### config.mk
export PLATFORM = sky130hd
export DESIGN_NAME = c2p_prep
export DESIGN_NICKNAME = d
export VERILOG_FILES = /design/src/rtl/core/c2p_pkg.sv /design/src/rtl/core/c2p_prep.sv
export SDC_FILE = /design/constraint.sdc
export NUM_CORES = 1
export LEC_CHECK = 0
export BUFFER_PORTS_ARGS = -buffer_cell sky130_fd_sc_hd__buf_2
export CAP_MARGIN = 20
export CORE_MARGIN = 10
export CORE_UTILIZATION = 35
export CTS_CLUSTER_DIAMETER = 30
export CTS_CLUSTER_SIZE = 25
export DETAILED_ROUTE_END_ITERATION = 8
export GPL_TIMING_DRIVEN = 0
export PLACE_DENSITY = 0.69
export SLEW_MARGIN = 20
export SYNTH_ARGS = -nofsm -noshare
export SYNTH_HDL_FRONTEND = slang
export SYNTH_SLANG_ARGS = --single-unit
export TNS_END_PERCENT = 1
### constraint.sdc
create_clock -name clock -period 4.51 [get_ports clock]
set_input_delay 0.451 -clock clock [delete_from_list [all_inputs] [get_ports clock]]
set_output_delay 0.451 -clock clock [all_outputs]
set_load 0.01 [all_outputs]
### src/rtl/core/c2p_pkg.sv
// c2p_pkg: widths, constants, types and the arctangent table for the
// cartesian_to_polar CORDIC pipeline. No dependencies.
package c2p_pkg;

   // Field widths and pipeline shape
   localparam int COORD_WIDTH = 24;
   localparam int ITERATIONS  = 20;
   localparam int ANGLE_WIDTH = 25;

   // Guard bits on the vector, vector width keeps headroom for CORDIC gain
   localparam int GUARD_BITS = 54 - COORD_WIDTH;
   localparam int VEC_W      = COORD_WIDTH + GUARD_BITS + 2;
   // Angle accumulator, degrees with 24 fractional bits
   localparam int ANG_ACC_W  = 33;
   // First-quadrant angle, degrees with 16 fractional bits, at most 90
   localparam int ANG_Q1_W   = 23;
   localparam int SHIFT_W    = $clog2(ITERATIONS);
   // Prep stage, one stage per iteration, gain multiply, output stage
   localparam int NUM_STAGES = ITERATIONS + 3;

   // Gain correction datapath
   localparam int Q_W   = COORD_WIDTH + 9;
   localparam int HI_W  = Q_W - 16;
   localparam int INV_W = 32;
   localparam int PHI_W = HI_W + INV_W;
   localparam int PLO_W = 16 + INV_W;
   localparam int R_W   = PHI_W + 1;
   localparam int M_W   = R_W - 24;

   // Stream data widths, padded to whole bytes
   localparam int REQ_DATA_W = ((2 * COORD_WIDTH + 7) / 8) * 8;
   localparam int RSP_DATA_W = ((COORD_WIDTH + ANGLE_WIDTH + 7) / 8) * 8;

   localparam logic [INV_W-1:0]           INV_GAIN_Q32 = 32'h9B74EDA8;
   localparam longint unsigned            RAD2DEG_Q24  = 64'd961263669;
   localparam logic signed [ANG_ACC_W-1:0] DEG90_Q24   = ANG_ACC_W'(64'd90 << 24);
   localparam logic [ANG_Q1_W-1:0]        DEG90_Q16    = ANG_Q1_W'(64'd90 << 16);
   localparam logic signed [ANGLE_WIDTH-1:0] DEG180_Q16 = ANGLE_WIDTH'(64'd180 << 16);
   localparam logic [COORD_WIDTH-1:0]     MAG_MAX      = {COORD_WIDTH{1'b1}};

   // Classification of a point, decided at the input
   typedef enum logic [1:0] {
      PT_GENERAL,
      PT_ORIGIN,
      PT_X_AXIS,
      PT_Y_AXIS
   } point_kind_type;

   // Side information that rides along with the vector
   typedef struct packed {
      logic                   x_neg;
      logic                   y_neg;
      point_kind_type         kind;
      logic [COORD_WIDTH-1:0] axis_mag;
   } side_type;

   // CORDIC vector and angle accumulator
   typedef struct packed {
      logic signed [VEC_W-1:0]     x;
      logic signed [VEC_W-1:0]     y;
      logic signed [ANG_ACC_W-1:0] z;
   } vec_type;

   // atan(2^-i) in degrees, Q24; beyond the table it is (180/pi) >> i, rounded
   function automatic logic signed [ANG_ACC_W-1:0] atan_entry(input int unsigned idx);
      longint unsigned v;
      case (idx)
         0:  v = 64'd754974720;
         1:  v = 64'd445687602;
         2:  v = 64'd235489088;
         3:  v = 64'd119537938;
         4:  v = 64'd60000934;
         5:  v = 64'd30029717;
         6:  v = 64'd15018523;
         7:  v = 64'd7509720;
         8:  v = 64'd3754917;
         9:  v = 64'd1877466;
         10: v = 64'd938734;
         11: v = 64'd469367;
         12: v = 64'd234684;
         13: v = 64'd117342;
         14: v = 64'd58671;
         15: v = 64'd29335;
         default: v = (RAD2DEG_Q24 + (64'd1 << (idx - 1))) >> idx;
      endcase
      return ANG_ACC_W'(v);
   endfunction

endpackage

### src/rtl/core/c2p_prep.sv
// c2p_prep: input stage; folds the point into the first quadrant, classifies
// it and loads the scaled CORDIC vector. Depends on c2p_pkg.
module c2p_prep (
   input  logic                               clock,
   input  logic                               reset,
   input  logic                               en,
   input  logic                               valid_in,
   input  logic [c2p_pkg::COORD_WIDTH-1:0]    x_coord,
   input  logic [c2p_pkg::COORD_WIDTH-1:0]    y_coord,
   output logic                               valid_ff,
   output c2p_pkg::vec_type                   vec_ff,
   output c2p_pkg::side_type                  side_ff
);

   logic [c2p_pkg::COORD_WIDTH-1:0] ax;
   logic [c2p_pkg::COORD_WIDTH-1:0] ay;
   c2p_pkg::vec_type                vec_in;
   c2p_pkg::side_type               side_in;

   // Absolute values; the most negative code maps to its unsigned magnitude
   assign ax = x_coord[c2p_pkg::COORD_WIDTH-1] ? (~x_coord + 1'b1) : x_coord;
   assign ay = y_coord[c2p_pkg::COORD_WIDTH-1] ? (~y_coord + 1'b1) : y_coord;

   // Classify and scale up by the guard bits
   always_comb begin
      side_in.x_neg = x_coord[c2p_pkg::COORD_WIDTH-1];
      side_in.y_neg = y_coord[c2p_pkg::COORD_WIDTH-1];
      if (ax == '0 && ay == '0) begin
         side_in.kind = c2p_pkg::PT_ORIGIN;
      end else if (ay == '0) begin
         side_in.kind = c2p_pkg::PT_X_AXIS;
      end else if (ax == '0) begin
         side_in.kind = c2p_pkg::PT_Y_AXIS;
      end else begin
         side_in.kind = c2p_pkg::PT_GENERAL;
      end
      side_in.axis_mag = (side_in.kind == c2p_pkg::PT_Y_AXIS) ? ay : ax;
      vec_in.x = signed'(c2p_pkg::VEC_W'(ax) << c2p_pkg::GUARD_BITS);
      vec_in.y = signed'(c2p_pkg::VEC_W'(ay) << c2p_pkg::GUARD_BITS);
      vec_in.z = '0;
   end

   // Stage register
   always_ff @(posedge clock) begin
      if (reset) begin
         valid_ff <= 1'b0;
      end else if (en) begin
         valid_ff <= valid_in;
      end
   end

   always_ff @(posedge clock) begin
      if (en) begin
         vec_ff  <= vec_in;
         side_ff <= side_in;
      end
   end

endmodule

==> results.toml <==
[status]
status = "finished, final reports clean"

[die]
die-area_um2 = 19060
die_y_um = 138.1
io_pins = 226
die_x_um = 138.1
initial_utilization_pct = 35.43
fp.coreArea_um2 = 13770
rows = 43

[cells_and_area]
n_antenna_cell = 0
final_cell_mix = "123 x buf_2, 99 x buf_4, 97 x conb_1"
layout.nets = 740
layout-drive-gt1-share_pct = 38.55
area.growth.synth_to_final_pct = 31.38
fin_util_pct = 46.55
final_common_cell = "buf_2"

[worst_hold_path]
hold_path.class = "in2reg"

[grt]
grt_max_degree = 52
antenna_found_initial = 3
grt_use_total_pct = 13.32
grt_pass1_wl_mm = 20.80
grt-ovfl-total = 0
grt_pass1_vias = 3973

[detailed_routing]
final_antenna_net_count = 0
vias = 3883
routed_wl_mm = 13.45
wl_per_cell_um = 15.46
drc_errors = 0
drt_iter0_drc = 174
drtPass1Iterations = 5
vias_per_cell = 4.463

[yosys]
synth_edf_count = 76
async_flop_share_pct = 0
ys_seq_area_share_pct = 47.18
ys_types = 56
synth_cells = 457
ys_seq_elements = 77
ys_warn_count = 0
synth_flop_cell = "edfxtp_1"
avgSynthCellArea_um2 = 10.68
syn_area_um2 = 4880

[power_and_ir_drop]
p_leak_nw = 2.882
p_total_mw = 2.063
peakVddDrop_uv = 143.4
cellPowerDensity_nw_per_um2 = 321.7

[critical_path]
max_stage_delay_ns = 0.51
worstPathCellList = "buf_2 > inv_1 > ha_1 > nor2b_1 > a211oi_1 > a311o_1 > or4_1 > or4_1 > nor4_2 > ha_2 > clkbuf_2 > mux2_2"
crit_path_max_fanout = 19
cp.arrival_ns = 4.31
required_ns = 4.59
startpoint_type = "input port"
criticalPathCategory = "in2reg"
endpoint_kind = "register"
critPathMostFrequentCell = "or4_1"
slowest_stage = "or4_1"

[timing]
setup_ws_ns = 0.2783
fin_crit_sh_pct = 93.83
worst_pin_slew_ns = 0.7217
setup_viol = 0
hold_violations = 0
fin_crit_ns = 4.232
slew_violations = 0
rsz0062_at_grt = "no"
skew_ns = 0
max_freq_ghz = 0.2363
slew_headroom_pct = 51.44
hold_ws_ns = 0.2755

[placed_design]
hpwl_mm = 11.35
routabilityCongestion = 0.9089
port_buffers = 122
dp_worst_setup_slack_ns = -0.6016

[clock_tree]
ctsLongestPathBuffers = 2
cts_max_level = 3
cts-root-buf = "clkbuf_16"
tritoncts = "built"
holdBufCountCts = 0
clock_sinks = 77
cts_buffers = 9
clk_pin_slew_ns = 0.06
worstSkewPairLatency_ns = 0.33
postCtsSetupBuffers = 0

[job]
drv_cap = 0
sequential cells by signal, summed over array words and instances, names as in the netlist:
register / cells
side_ff: 28
vec_ff: 48
valid_ff: 1
final timing paths:
check                             start                    end  slack (ns)  cells after the start
setup / recovery             x_coord[0]  side_ff[18]$_DFFE_PP_        0.28                     12
hold / removal                    reset  valid_ff$_SDFFE_PP0P_        0.28                      2
setup reg to reg  valid_ff$_SDFFE_PP0P_  valid_ff$_SDFFE_PP0P_        3.93                      2
hold reg to reg   valid_ff$_SDFFE_PP0P_  valid_ff$_SDFFE_PP0P_        0.50                      2
cell type report:
class / instances / area (um^2)
buffer: 117 / 810.8
fill: 1274 / 7362
sequential: 77 / 2302
clock inverter: 4 / 72.57
clock buffer: 12 / 236.5
tap: 180 / 225.2
multi-input combinational: 335 / 2041
timing repair buffer: 123 / 640.6
inverter: 22 / 82.58
metrics by stage:
step           TNS (ns)  cells  instance area (um^2)
6_report              0    870                  6411
5_1_grt               0    870                  6411
4_1_cts               0    871                  6412
3_5_place_dp     -7.287    856                  6106
3_3_place_gp     -6.678    855                  6076
2_1_floorplan         0    553                  5240
cells by family after synthesis:
group                      after synthesis  share of synthesized area [%]
DFF                                     77                          47.18
xor gates and xnor gates                42                          7.539
muxes                                   14                          3.180
buffers and inverters                  141                          18.44
adders and majority gates                3                         0.7693
and+or+nand+nor                        110                          13.08
other                                    1                        0.07685
AOI/OAI and AO/OA                       69                          9.744
where the power goes:
| part | internal (mW) | total [mW] | switching, mW |
|---|---|---|---|
| registers | 0.874 | 0.895 | 0.0206 |
| clock network | 0.484 | 0.741 | 0.258 |
| logic | 0.178 | 0.426 | 0.248 |
per-layer routing:
metal | routed length, um | track usage (%) | part of all wire [%]
met5 | 34 | 0 | 0.25
met4 | 283 | 4.772 | 2.1
met3 | 1856 | 7.397 | 14
met2 | 5880 | 20.68 | 44
met1 | 5394 | 15.07 | 40
worst max-delay path: cells and delay by family:
family,cells,cell delay (ns)
mux,1,0.39
fa+ha+maj,2,0.62
compound gates,2,0.45
buf+inv,3,0.65
simple gates,4,1.75
synth_stat cells, types with 3 or more instances:
master | n | area (um^2)
nor4_1 | 8 | 50.05
nand3_1 | 4 | 20.02
xor2_1 | 15 | 131.4
mux2_2 | 12 | 135.1
buf_4 | 98 | 735.7
edfxtp_1 | 76 | 2282
ha_1 | 3 | 37.54
nand2_1 | 21 | 78.83
nand2b_1 | 5 | 31.28
o41ai_1 | 7 | 61.31
clkbuf_1 | 17 | 63.81
a31oi_1 | 4 | 25.02
a21oi_1 | 17 | 85.08
nor2b_1 | 3 | 18.77
or4_1 | 10 | 75.07
nor2_1 | 22 | 82.58
nand4_1 | 6 | 37.54
nor3_1 | 7 | 35.03
o31ai_1 | 9 | 67.56
xnor2_1 | 27 | 236.5
inv_1 | 22 | 82.58
o21ai_0 | 16 | 80.08
or3_1 | 4 | 25.02
timing repair:
| item | 4_1_cts | 5_1_grt |
|---|---|---|
| cloned | 0 | 0 |
| setup endpoints to repair | 15 | 10 |
| gates resized for setup | 1 | 1 |
(Power assumes the default switching activity.)
