===== src/rtl/core/c2p_pkg.sv =====
// c2p_pkg: widths, constants, types and the arctangent table for the
// cartesian_to_polar CORDIC pipeline. No dependencies.
package c2p_pkg;

   // Field widths and pipeline shape
   localparam int COORD_WIDTH = 24;
   localparam int ITERATIONS  = 20;
   localparam int ANGLE_WIDTH = 25;

   // Guard bits on the vector, vector width keeps headroom for CORDIC gain
   localparam int GUARD_BITS = 54 - COORD_WIDTH;
   localparam int VEC_W      = COORD_WIDTH + GUARD_BITS + 2;
   // Angle accumulator, degrees with 24 fractional bits
   localparam int ANG_ACC_W  = 33;
   // First-quadrant angle, degrees with 16 fractional bits, at most 90
   localparam int ANG_Q1_W   = 23;
   localparam int SHIFT_W    = $clog2(ITERATIONS);
   // Prep stage, one stage per iteration, gain multiply, output stage
   localparam int NUM_STAGES = ITERATIONS + 3;

   // Gain correction datapath
   localparam int Q_W   = COORD_WIDTH + 9;
   localparam int HI_W  = Q_W - 16;
   localparam int INV_W = 32;
   localparam int PHI_W = HI_W + INV_W;
   localparam int PLO_W = 16 + INV_W;
   localparam int R_W   = PHI_W + 1;
   localparam int M_W   = R_W - 24;

   // Stream data widths, padded to whole bytes
   localparam int REQ_DATA_W = ((2 * COORD_WIDTH + 7) / 8) * 8;
   localparam int RSP_DATA_W = ((COORD_WIDTH + ANGLE_WIDTH + 7) / 8) * 8;

   localparam logic [INV_W-1:0]           INV_GAIN_Q32 = 32'h9B74EDA8;
   localparam longint unsigned            RAD2DEG_Q24  = 64'd961263669;
   localparam logic signed [ANG_ACC_W-1:0] DEG90_Q24   = ANG_ACC_W'(64'd90 << 24);
   localparam logic [ANG_Q1_W-1:0]        DEG90_Q16    = ANG_Q1_W'(64'd90 << 16);
   localparam logic signed [ANGLE_WIDTH-1:0] DEG180_Q16 = ANGLE_WIDTH'(64'd180 << 16);
   localparam logic [COORD_WIDTH-1:0]     MAG_MAX      = {COORD_WIDTH{1'b1}};

   // Classification of a point, decided at the input
   typedef enum logic [1:0] {
      PT_GENERAL,
      PT_ORIGIN,
      PT_X_AXIS,
      PT_Y_AXIS
   } point_kind_type;

   // Side information that rides along with the vector
   typedef struct packed {
      logic                   x_neg;
      logic                   y_neg;
      point_kind_type         kind;
      logic [COORD_WIDTH-1:0] axis_mag;
   } side_type;

   // CORDIC vector and angle accumulator
   typedef struct packed {
      logic signed [VEC_W-1:0]     x;
      logic signed [VEC_W-1:0]     y;
      logic signed [ANG_ACC_W-1:0] z;
   } vec_type;

   // atan(2^-i) in degrees, Q24; beyond the table it is (180/pi) >> i, rounded
   function automatic logic signed [ANG_ACC_W-1:0] atan_entry(input int unsigned idx);
      longint unsigned v;
      case (idx)
         0:  v = 64'd754974720;
         1:  v = 64'd445687602;
         2:  v = 64'd235489088;
         3:  v = 64'd119537938;
         4:  v = 64'd60000934;
         5:  v = 64'd30029717;
         6:  v = 64'd15018523;
         7:  v = 64'd7509720;
         8:  v = 64'd3754917;
         9:  v = 64'd1877466;
         10: v = 64'd938734;
         11: v = 64'd469367;
         12: v = 64'd234684;
         13: v = 64'd117342;
         14: v = 64'd58671;
         15: v = 64'd29335;
         default: v = (RAD2DEG_Q24 + (64'd1 << (idx - 1))) >> idx;
      endcase
      return ANG_ACC_W'(v);
   endfunction

endpackage


===== src/rtl/core/c2p_post.sv =====
// c2p_post: gain removal, rounding, saturation and quadrant restore over two
// register stages; the second is the output register. Depends on c2p_pkg.
module c2p_post (
   input  logic                                   clock,
   input  logic                                   reset,
   input  logic                                   en_a,
   input  logic                                   en_b,
   input  logic                                   valid_in,
   input  c2p_pkg::vec_type                       vec_in,
   input  c2p_pkg::side_type                      side_in,
   output logic                                   valid_a_ff,
   output logic                                   valid_b_ff,
   output logic [c2p_pkg::COORD_WIDTH-1:0]        mag_ff,
   output logic signed [c2p_pkg::ANGLE_WIDTH-1:0] ang_ff
);

   // Stage A signals
   logic [c2p_pkg::Q_W-1:0]                q;
   logic [c2p_pkg::PHI_W-1:0]              prod_hi_in;
   logic [c2p_pkg::PLO_W-1:0]              prod_lo;
   logic [c2p_pkg::INV_W-1:0]              lo_sh_in;
   logic signed [c2p_pkg::ANG_ACC_W-1:0]   zc;
   logic [c2p_pkg::ANG_ACC_W-1:0]          zr;
   logic [c2p_pkg::ANG_Q1_W-1:0]           a_in;
   logic [c2p_pkg::PHI_W-1:0]              prod_hi_ff;
   logic [c2p_pkg::INV_W-1:0]              lo_sh_ff;
   logic [c2p_pkg::ANG_Q1_W-1:0]           a_ff;
   c2p_pkg::side_type                      side_a_ff;

   // Stage B signals
   logic [c2p_pkg::R_W-1:0]                r;
   logic [c2p_pkg::R_W-1:0]                rr;
   logic [c2p_pkg::M_W-1:0]                m;
   logic [c2p_pkg::COORD_WIDTH-1:0]        mag_sat;
   logic [c2p_pkg::COORD_WIDTH-1:0]        mag_in;
   logic signed [c2p_pkg::ANGLE_WIDTH-1:0] a_s;
   logic signed [c2p_pkg::ANGLE_WIDTH-1:0] ang_in;

   // Gain multiply: split the scaled x into high and low halves
   assign q          = vec_in.x[c2p_pkg::GUARD_BITS-8 +: c2p_pkg::Q_W];
   assign prod_hi_in = c2p_pkg::PHI_W'(q[c2p_pkg::Q_W-1:16])
                       * c2p_pkg::PHI_W'(c2p_pkg::INV_GAIN_Q32);
   assign prod_lo    = c2p_pkg::PLO_W'(q[15:0]) * c2p_pkg::PLO_W'(c2p_pkg::INV_GAIN_Q32);
   assign lo_sh_in   = prod_lo[c2p_pkg::PLO_W-1:16];

   // First-quadrant angle: clamp to [0, 90] and round to Q16
   always_comb begin
      if (vec_in.z < 0) begin
         zc = '0;
      end else if (vec_in.z > c2p_pkg::DEG90_Q24) begin
         zc = c2p_pkg::DEG90_Q24;
      end else begin
         zc = vec_in.z;
      end
      zr = unsigned'(zc) + c2p_pkg::ANG_ACC_W'(128);
      case (side_in.kind)
         c2p_pkg::PT_GENERAL: a_in = zr[8 +: c2p_pkg::ANG_Q1_W];
         c2p_pkg::PT_Y_AXIS:  a_in = c2p_pkg::DEG90_Q16;
         default:             a_in = '0;
      endcase
   end

   always_ff @(posedge clock) begin
      if (reset) begin
         valid_a_ff <= 1'b0;
      end else if (en_a) begin
         valid_a_ff <= valid_in;
      end
   end

   always_ff @(posedge clock) begin
      if (en_a) begin
         prod_hi_ff <= prod_hi_in;
         lo_sh_ff   <= lo_sh_in;
         a_ff       <= a_in;
         side_a_ff  <= side_in;
      end
   end

   // Magnitude: sum partial products, round half up, saturate
   assign r  = c2p_pkg::R_W'(prod_hi_ff) + c2p_pkg::R_W'(lo_sh_ff);
   assign rr = r + c2p_pkg::R_W'(64'd1 << 23);
   assign m  = rr[c2p_pkg::R_W-1:24];
   assign mag_sat = (m > c2p_pkg::M_W'(c2p_pkg::MAG_MAX)) ? c2p_pkg::MAG_MAX
                                                         : m[c2p_pkg::COORD_WIDTH-1:0];

   always_comb begin
      case (side_a_ff.kind)
         c2p_pkg::PT_GENERAL: mag_in = mag_sat;
         c2p_pkg::PT_ORIGIN:  mag_in = '0;
         default:             mag_in = side_a_ff.axis_mag;
      endcase
   end

   // Restore the quadrant from the input signs
   assign a_s = signed'(c2p_pkg::ANGLE_WIDTH'(a_ff));

   always_comb begin
      if (!side_a_ff.x_neg) begin
         ang_in = side_a_ff.y_neg ? -a_s : a_s;
      end else if (!side_a_ff.y_neg) begin
         ang_in = c2p_pkg::DEG180_Q16 - a_s;
      end else if (a_s == '0) begin
         // would land on -180: keep the open end of the range
         ang_in = -c2p_pkg::DEG180_Q16 + c2p_pkg::ANGLE_WIDTH'(1);
      end else begin
         ang_in = a_s - c2p_pkg::DEG180_Q16;
      end
   end

   // Output register
   always_ff @(posedge clock) begin
      if (reset) begin
         valid_b_ff <= 1'b0;
      end else if (en_b) begin
         valid_b_ff <= valid_a_ff;
      end
   end

   always_ff @(posedge clock) begin
      if (en_b) begin
         mag_ff <= mag_in;
         ang_ff <= ang_in;
      end
   end

endmodule


===== config.mk =====
export PLATFORM = sky130hd
export DESIGN_NAME = c2p_post
export DESIGN_NICKNAME = d
export VERILOG_FILES = /design/src/rtl/core/c2p_pkg.sv /design/src/rtl/core/c2p_post.sv
export SDC_FILE = /design/constraint.sdc
export NUM_CORES = 1
export LEC_CHECK = 0
export BUFFER_PORTS_ARGS = -buffer_cell sky130_fd_sc_hd__buf_2
export CAP_MARGIN = 40
export CORE_MARGIN = 5
export CORE_UTILIZATION = 50
export DETAILED_ROUTE_END_ITERATION = 10
export GPL_TIMING_DRIVEN = 0
export PLACE_DENSITY = 0.7
export SETUP_SLACK_MARGIN = 0.4
export SYNTH_ARGS = -nofsm -noshare
export SYNTH_HDL_FRONTEND = slang
export SYNTH_SLANG_ARGS = --single-unit

===== constraint.sdc =====
create_clock -name clock -period 6.4 [get_ports clock]
set_clock_uncertainty 0.1 [all_clocks]
set_input_delay 0.64 -clock clock [delete_from_list [all_inputs] [get_ports clock]]
set_output_delay 0.64 -clock clock [all_outputs]
set_load 0.01 [all_outputs]

==> flow_metrics.tcl, run 1 <==
set metrics [dict create \
    syn-cell-area_um2 25200 \
    start_util_pct 50.4 \
    area_delta_synth_final_pct 16.9 \
    port_buffers 149 \
    drtIter0Drc 871 \
    routedWlPerCell_um 18.7 \
    fin_crit_sh_pct 94.6 \
    grt_antenna_before_repair 4 \
    critPathMaxFanout 5 \
    synth_seq_cells 177 \
    finalNetCount 3558 \
    die_y_um 234 \
    cts.path.max_buffers 2 \
    clk_pin_slew_ps 70 \
    synth_seq_area_share_pct 21.0 \
    vias 17700 \
    synth_async_sr_flop_share_pct 0 \
    finalSetupViolations 0 \
    layout_common_cells "inv_1, fa_1, ha_1" \
    fin_hold_ws_ps 252 \
    critPathLaunchType "input pin" \
    timing.critical_path.buf_inv 5 \
    hpwl_um 52500 \
    ctsRootBufferMaster "clkbuf_16" \
    grt_use_total_pct 23.0 \
    cpMaxStageDelayCell "fa_2" \
    path_cells "buf_4 > fa_2 > inv_2 > fa_2 > inv_1 > fa_1 > fa_2 > fa_1 > inv_1 > fa_1 > inv_2 > ha_4 > and2_4 > nand4_1 > or4_1 > o22a_2 > o21ba_4 > o311a_4 > a21oi_2 > xor2_1" \
    status "complete, no violations" \
    ant_nets 0 \
    cp-endpoint "prod_hi_ff[48]" \
    drc 0 \
    cp.required_ps 6510 \
    crit_path_end_kind "flop" \
    grt_pass1_wl_um 98200 \
    cts_tree "yes" \
    wirelength_um 62100 \
    rsz0062_at_grt "true" \
    cts_max_level 4 \
    tightestPinTransition_ps 902 \
    synth_ff_type "edfxtp_1" \
    final-max-slew-violation-count 0 \
    final_cell_area_um2 29400 \
    cts.hold.buffers_added 0 \
    grt_overflow 0 \
    period_minus_slack_ps 6050 \
    timing.reg2reg.setup_slack_ps 2030 \
    crit_start "vec_in[134]" \
    fillers 4202 \
    place_area_um2 27300 \
    arrival_ps 6160 \
    clk-insertion-delay-late_ps 450 \
    maxSlewHeadroom_pct 39.1 \
    drive_gt1_share_pct 18.3 \
    reg2reg_from "prod_hi_ff[17]" \
    grt_pass1_vias 18300 \
    numClockSinks 177 \
    syn-num-nets 3319 \
    max-cap-violations 0 \
    synth_edf_count 175 \
    hold_class "in -> reg" \
    final_common_cell "inv_1" \
    first_pass_iters 5 \
    die_area_um2 54900 \
    fmax_mhz 165 \
    chipWidth_um 234 \
    io_pins 229 \
    dp.cells 3216 \
    numCtsBuffers 17 \
    layout.cells.non_filler 3321 \
    worst-path-stages 20 \
    grt_max_degree 68 \
    syn_avg_cell_area_um2 10.5 \
    hold_viol 0 \
    gp_congestion 0.952 \
    path_class "in -> reg" \
    yosys_warnings 0 \
    r2r_cells 12 \
    core-area_um2 50000 \
    reg2reg_to "mag_ff[5]" \
    core.rowCount 82 \
    synthDistinctLibCells 72 \
    cp_top_family "adder cells" \
    synthCells 2392 \
    max_stage_delay_ps 540 \
    vias_per_cell 5.34 \
]
==> stage by stage <==
| stage | util [%] | TNS [ps] | setup slack [ps] |
|---|---|---|---|
| 3_5_place_dp | 54.7 | -17050 | -960 |
| 5_1_grt | 58.8 | 0 | 233 |
| 2_1_floorplan | - | 0 | 377 |
| 6_report | 58.9 | 0 | 348 |
| 3_3_place_gp | 54.6 | -15640 | -873 |
| 4_1_cts | 57.5 | 0 | 405 |
==> how the worst min path moves through the flow <==
| stage | from | endpoint | cells after the start |
|---|---|---|---|
| after floorplan | side_a_ff[11] | mag_ff[11] | 2 |
| after global placement | valid_b_ff | valid_b_ff | 2 |
| after detailed placement | valid_b_ff | valid_b_ff | 2 |
| after CTS | reset | valid_b_ff | 2 |
| after global routing | side_in[19] | side_a_ff[19] | 1 |
| final | reset | valid_b_ff | 2 |
==> worst reg2reg max path: stages (launching register included) <==
cell	delay, ps
edfxtp_1	420
ha_1	310
ha_1	390
a21o_1	210
a21o_1	180
a21oi_1	290
nor2_1	120
o311ai_2	750
a2111oi_4	260
a41oi_4	440
buf_2	290
o21ai_0	140
a22o_1	230
==> final cells by class <==
cell class	instances	area (um^2)	share of cell area (%)
Multi-Input combinational cell	1578	18600	63.4
Sequential cell	177	5300	18.0
Inverter	615	2310	7.86
Timing Repair Buffer	220	1560	5.30
Tap cell	672	841	2.86
Clock buffer	17	425	1.45
Clock inverter	15	215	0.732
Buffer	22	109	0.370
Antenna cell	5	12.5	0.0425
==> metal layers <==
| metal | track usage, % | wire, um |
|---|---|---|
| met1 | 32.8 | 27900 |
| met2 | 38.3 | 29700 |
| met3 | 3.66 | 3630 |
| met4 | 3.72 | 914 |
| met5 | 0 | 0 |
==> what timing repair did <==
item	in CTS	in global routing
hold endpoints to repair	0	0
endpoints found under the setup margin	40	34
pin swaps	70	125
gates cloned	0	0
gates resized for setup	133	98
setup buffers	26	42
==> synth_stat cells (6+ instances only) <==
master | number | share of area, %
edfxtp_1 | 175 | 21
and2_1 | 6 | 0.15
o21bai_1 | 9 | 0.27
xor2_1 | 53 | 1.8
nor4_1 | 9 | 0.22
inv_1 | 615 | 9.2
a2111oi_0 | 6 | 0.21
nand4_1 | 22 | 0.55
a211oi_1 | 17 | 0.51
fa_1 | 376 | 30
nand3_1 | 34 | 0.68
o21a_1 | 15 | 0.45
and4_1 | 6 | 0.21
nor3_1 | 10 | 0.20
or2_2 | 19 | 0.47
nor2_1 | 87 | 1.3
a21o_1 | 59 | 1.8
nand2_1 | 74 | 1.1
xnor2_1 | 74 | 2.6
o21ai_0 | 69 | 1.4
nand2b_1 | 10 | 0.25
a21oi_1 | 101 | 2.0
o31ai_1 | 7 | 0.21
a22o_1 | 11 | 0.38
o41ai_1 | 6 | 0.21
a31oi_1 | 12 | 0.30
nor2b_1 | 18 | 0.45
ha_1 | 373 | 19
and3_1 | 14 | 0.35
clkbuf_1 | 17 | 0.25
==> cells by family (layout without fill, tap and decap cells) <==
group | count (synthesis) | in the layout | share of synthesized area, %
other cells | 0 | 5 | 0
fa+ha+maj | 749 | 749 | 48.5
flops | 177 | 177 | 21.0
xor+xnor | 127 | 127 | 4.42
simple gates | 331 | 331 | 6.61
mux | 3 | 3 | 0.119
compound gates | 368 | 368 | 9.83
buf+inv | 637 | 889 | 9.53
==> flip-flops by register name (all words and copies together) (netlist names) <==
| name | cells |
|---|---|
| valid_a_ff | 1 |
| lo_sh_ff | 29 |
| a_ff | 23 |
| valid_b_ff | 1 |
| side_a_ff | 28 |
| ang_ff | 25 |
| mag_ff | 24 |
| prod_hi_ff | 46 |
Power of run 1 is not shown: default switching activity piles up to over one toggle a cycle in this logic, so the estimate is an artifact.
==> run 2: changes to the inputs <==
--- a/config.mk
+++ b/config.mk
@@ -7,6 +7,7 @@
 export LEC_CHECK = 0
 export BUFFER_PORTS_ARGS = -buffer_cell sky130_fd_sc_hd__buf_2
 export CAP_MARGIN = 40
+export CORE_ASPECT_RATIO = 2
 export CORE_MARGIN = 5
 export CORE_UTILIZATION = 50
 export DETAILED_ROUTE_END_ITERATION = 10
==> flow_metrics.tcl, run 2 (synthesis results as in run 1) <==
set metrics [dict create \
    status "complete, no violations" \
    grt_use_total_pct 28.4 \
    tightestPinTransition_ps 847 \
    ant_nets 0 \
    wirelength_um 76300 \
    start_util_pct 50.4 \
    area_delta_synth_final_pct 18.1 \
    fmax_mhz 160 \
    hold_class "in -> reg" \
    drtIter0Drc 932 \
    ctsRootBufferMaster "clkbuf_16" \
    critPathMaxFanout 11 \
    clk-insertion-delay-late_ps 480 \
    clk_pin_slew_ps 80 \
    chipWidth_um 169 \
    max-cap-violations 0 \
    numClockSinks 177 \
    hold_viol 0 \
    cts.hold.buffers_added 0 \
    rsz0062_at_grt "true" \
    top_regs "prod_hi_ff x46, lo_sh_ff x29, side_a_ff x28" \
    arrival_ps 6350 \
    largest_reg_flops 46 \
    cts.path.max_buffers 2 \
    grt_pass1_vias 20700 \
    path_class "in -> reg" \
    min_path_cells 2 \
    maxSlewHeadroom_pct 43.1 \
    grt_pass1_wl_um 117000 \
    gp_congestion 0.995 \
    io_pins 229 \
    finalNetCount 3578 \
    cts_max_level 4 \
    final_util_pct 59.5 \
    r2r_cells 12 \
    grt_antenna_before_repair 1 \
    routedWlPerCell_um 23.0 \
    fin_crit_sh_pct 97.5 \
    core.rowCount 116 \
    vias_per_cell 5.57 \
    die_area_um2 55200 \
    antennaDiodeCount 0 \
    hold_start "reset" \
    die_y_um 327 \
    hpwl_um 66100 \
    layout_common_cells "inv_1, fa_1, ha_1" \
    regMostFlops "prod_hi_ff" \
    cts_tree "yes" \
    crit_path_end_kind "flop" \
    first_pass_iters 7 \
    final_cell_area_um2 29700 \
    finalSetupViolations 0 \
    final-max-slew-violation-count 0 \
    place_area_um2 27300 \
    grt_max_degree 96 \
    vias 18500 \
    critPathLaunchType "input pin" \
    fillers 4253 \
    drc 0 \
    port_buffers 149 \
    numCtsBuffers 17 \
    reg2reg_from "prod_hi_ff[11]" \
    period_minus_slack_ps 6240 \
    final_common_cell "inv_1" \
    cp.required_ps 6510 \
    crit_start "vec_in[125]" \
    grt_overflow 0 \
    core-area_um2 49900 \
    drive_gt1_share_pct 19.7 \
]
==> run 2: cell count changes in the layout (fill, tap and decap cells not counted), moves of 4 or more <==
cell | previous run | this run
buf_4 | 77 | 89
buf_6 | 11 | 17
diode_2 | 5 | 0
fa_1 | 336 | 327
fa_2 | 40 | 49
ha_4 | 56 | 60
==> run 2: area by class of cell <==
cell class	count	area [um^2]	area share, %
sequential	177	5300	17.8
timing repair buffer	240	1750	5.88
buffer	22	109	0.366
inverter	615	2320	7.82
clock inverter	15	183	0.615
clock buffer	17	425	1.43
multi-input combinational	1578	18800	63.3
tap	649	812	2.73
==> run 2: timing repair <==
item                                    in CTS  in global routing
buffers inserted                            56                 30
endpoints found under the setup margin      49                 33
pin swaps                                  112                112
resized for setup                          201                 73
==> run 2: path summary, 6_finish.rpt <==
| kind | endpoint | slack [ps] |
|---|---|---|
| max | lo_sh_ff[31] | 160 |
| min | valid_a_ff | 240 |
| max reg2reg | mag_ff[6] | 1930 |
| min reg2reg | valid_b_ff | 420 |
==> run 2: worst max-delay path, cell delays in order <==
cell and delay (ps):
buf_8 130, ha_4 290, inv_2 50, fa_2 520, buf_4 170, fa_1 530
inv_1 50, fa_2 620, fa_1 450, fa_1 550, ha_4 300, and4_4 240
and3_4 190, nand3_2 70, or3_4 440, a31oi_4 320, nand2_4 120, buf_12 150
o21ai_4 170, a41oi_2 150, xnor2_2 170
==> run 2: routing by layer <==
layer / GRT usage, % / wire (um)
met4: 25.0 / 8750
met5: 0 / 0
met2: 56.3 / 43500
met1: 23.9 / 21800
met3: 2.70 / 2290
==> run 2: metrics by stage <==
| step | hold WS, ps | setup TNS [ps] | std cells | setup slack [ps] |
|---|---|---|---|---|
| after floorplan | 398 | 0 | 2392 | 377 |
| after global placement | 368 | -26500 | 3190 | -1320 |
| after detailed placement | 410 | -27530 | 3195 | -1070 |
| after CTS | 225 | 0 | 3283 | 241 |
| after global routing | 237 | 0 | 3313 | 84.8 |
| final | 238 | 0 | 3313 | 159 |
Power of run 2 is left out for the same reason.
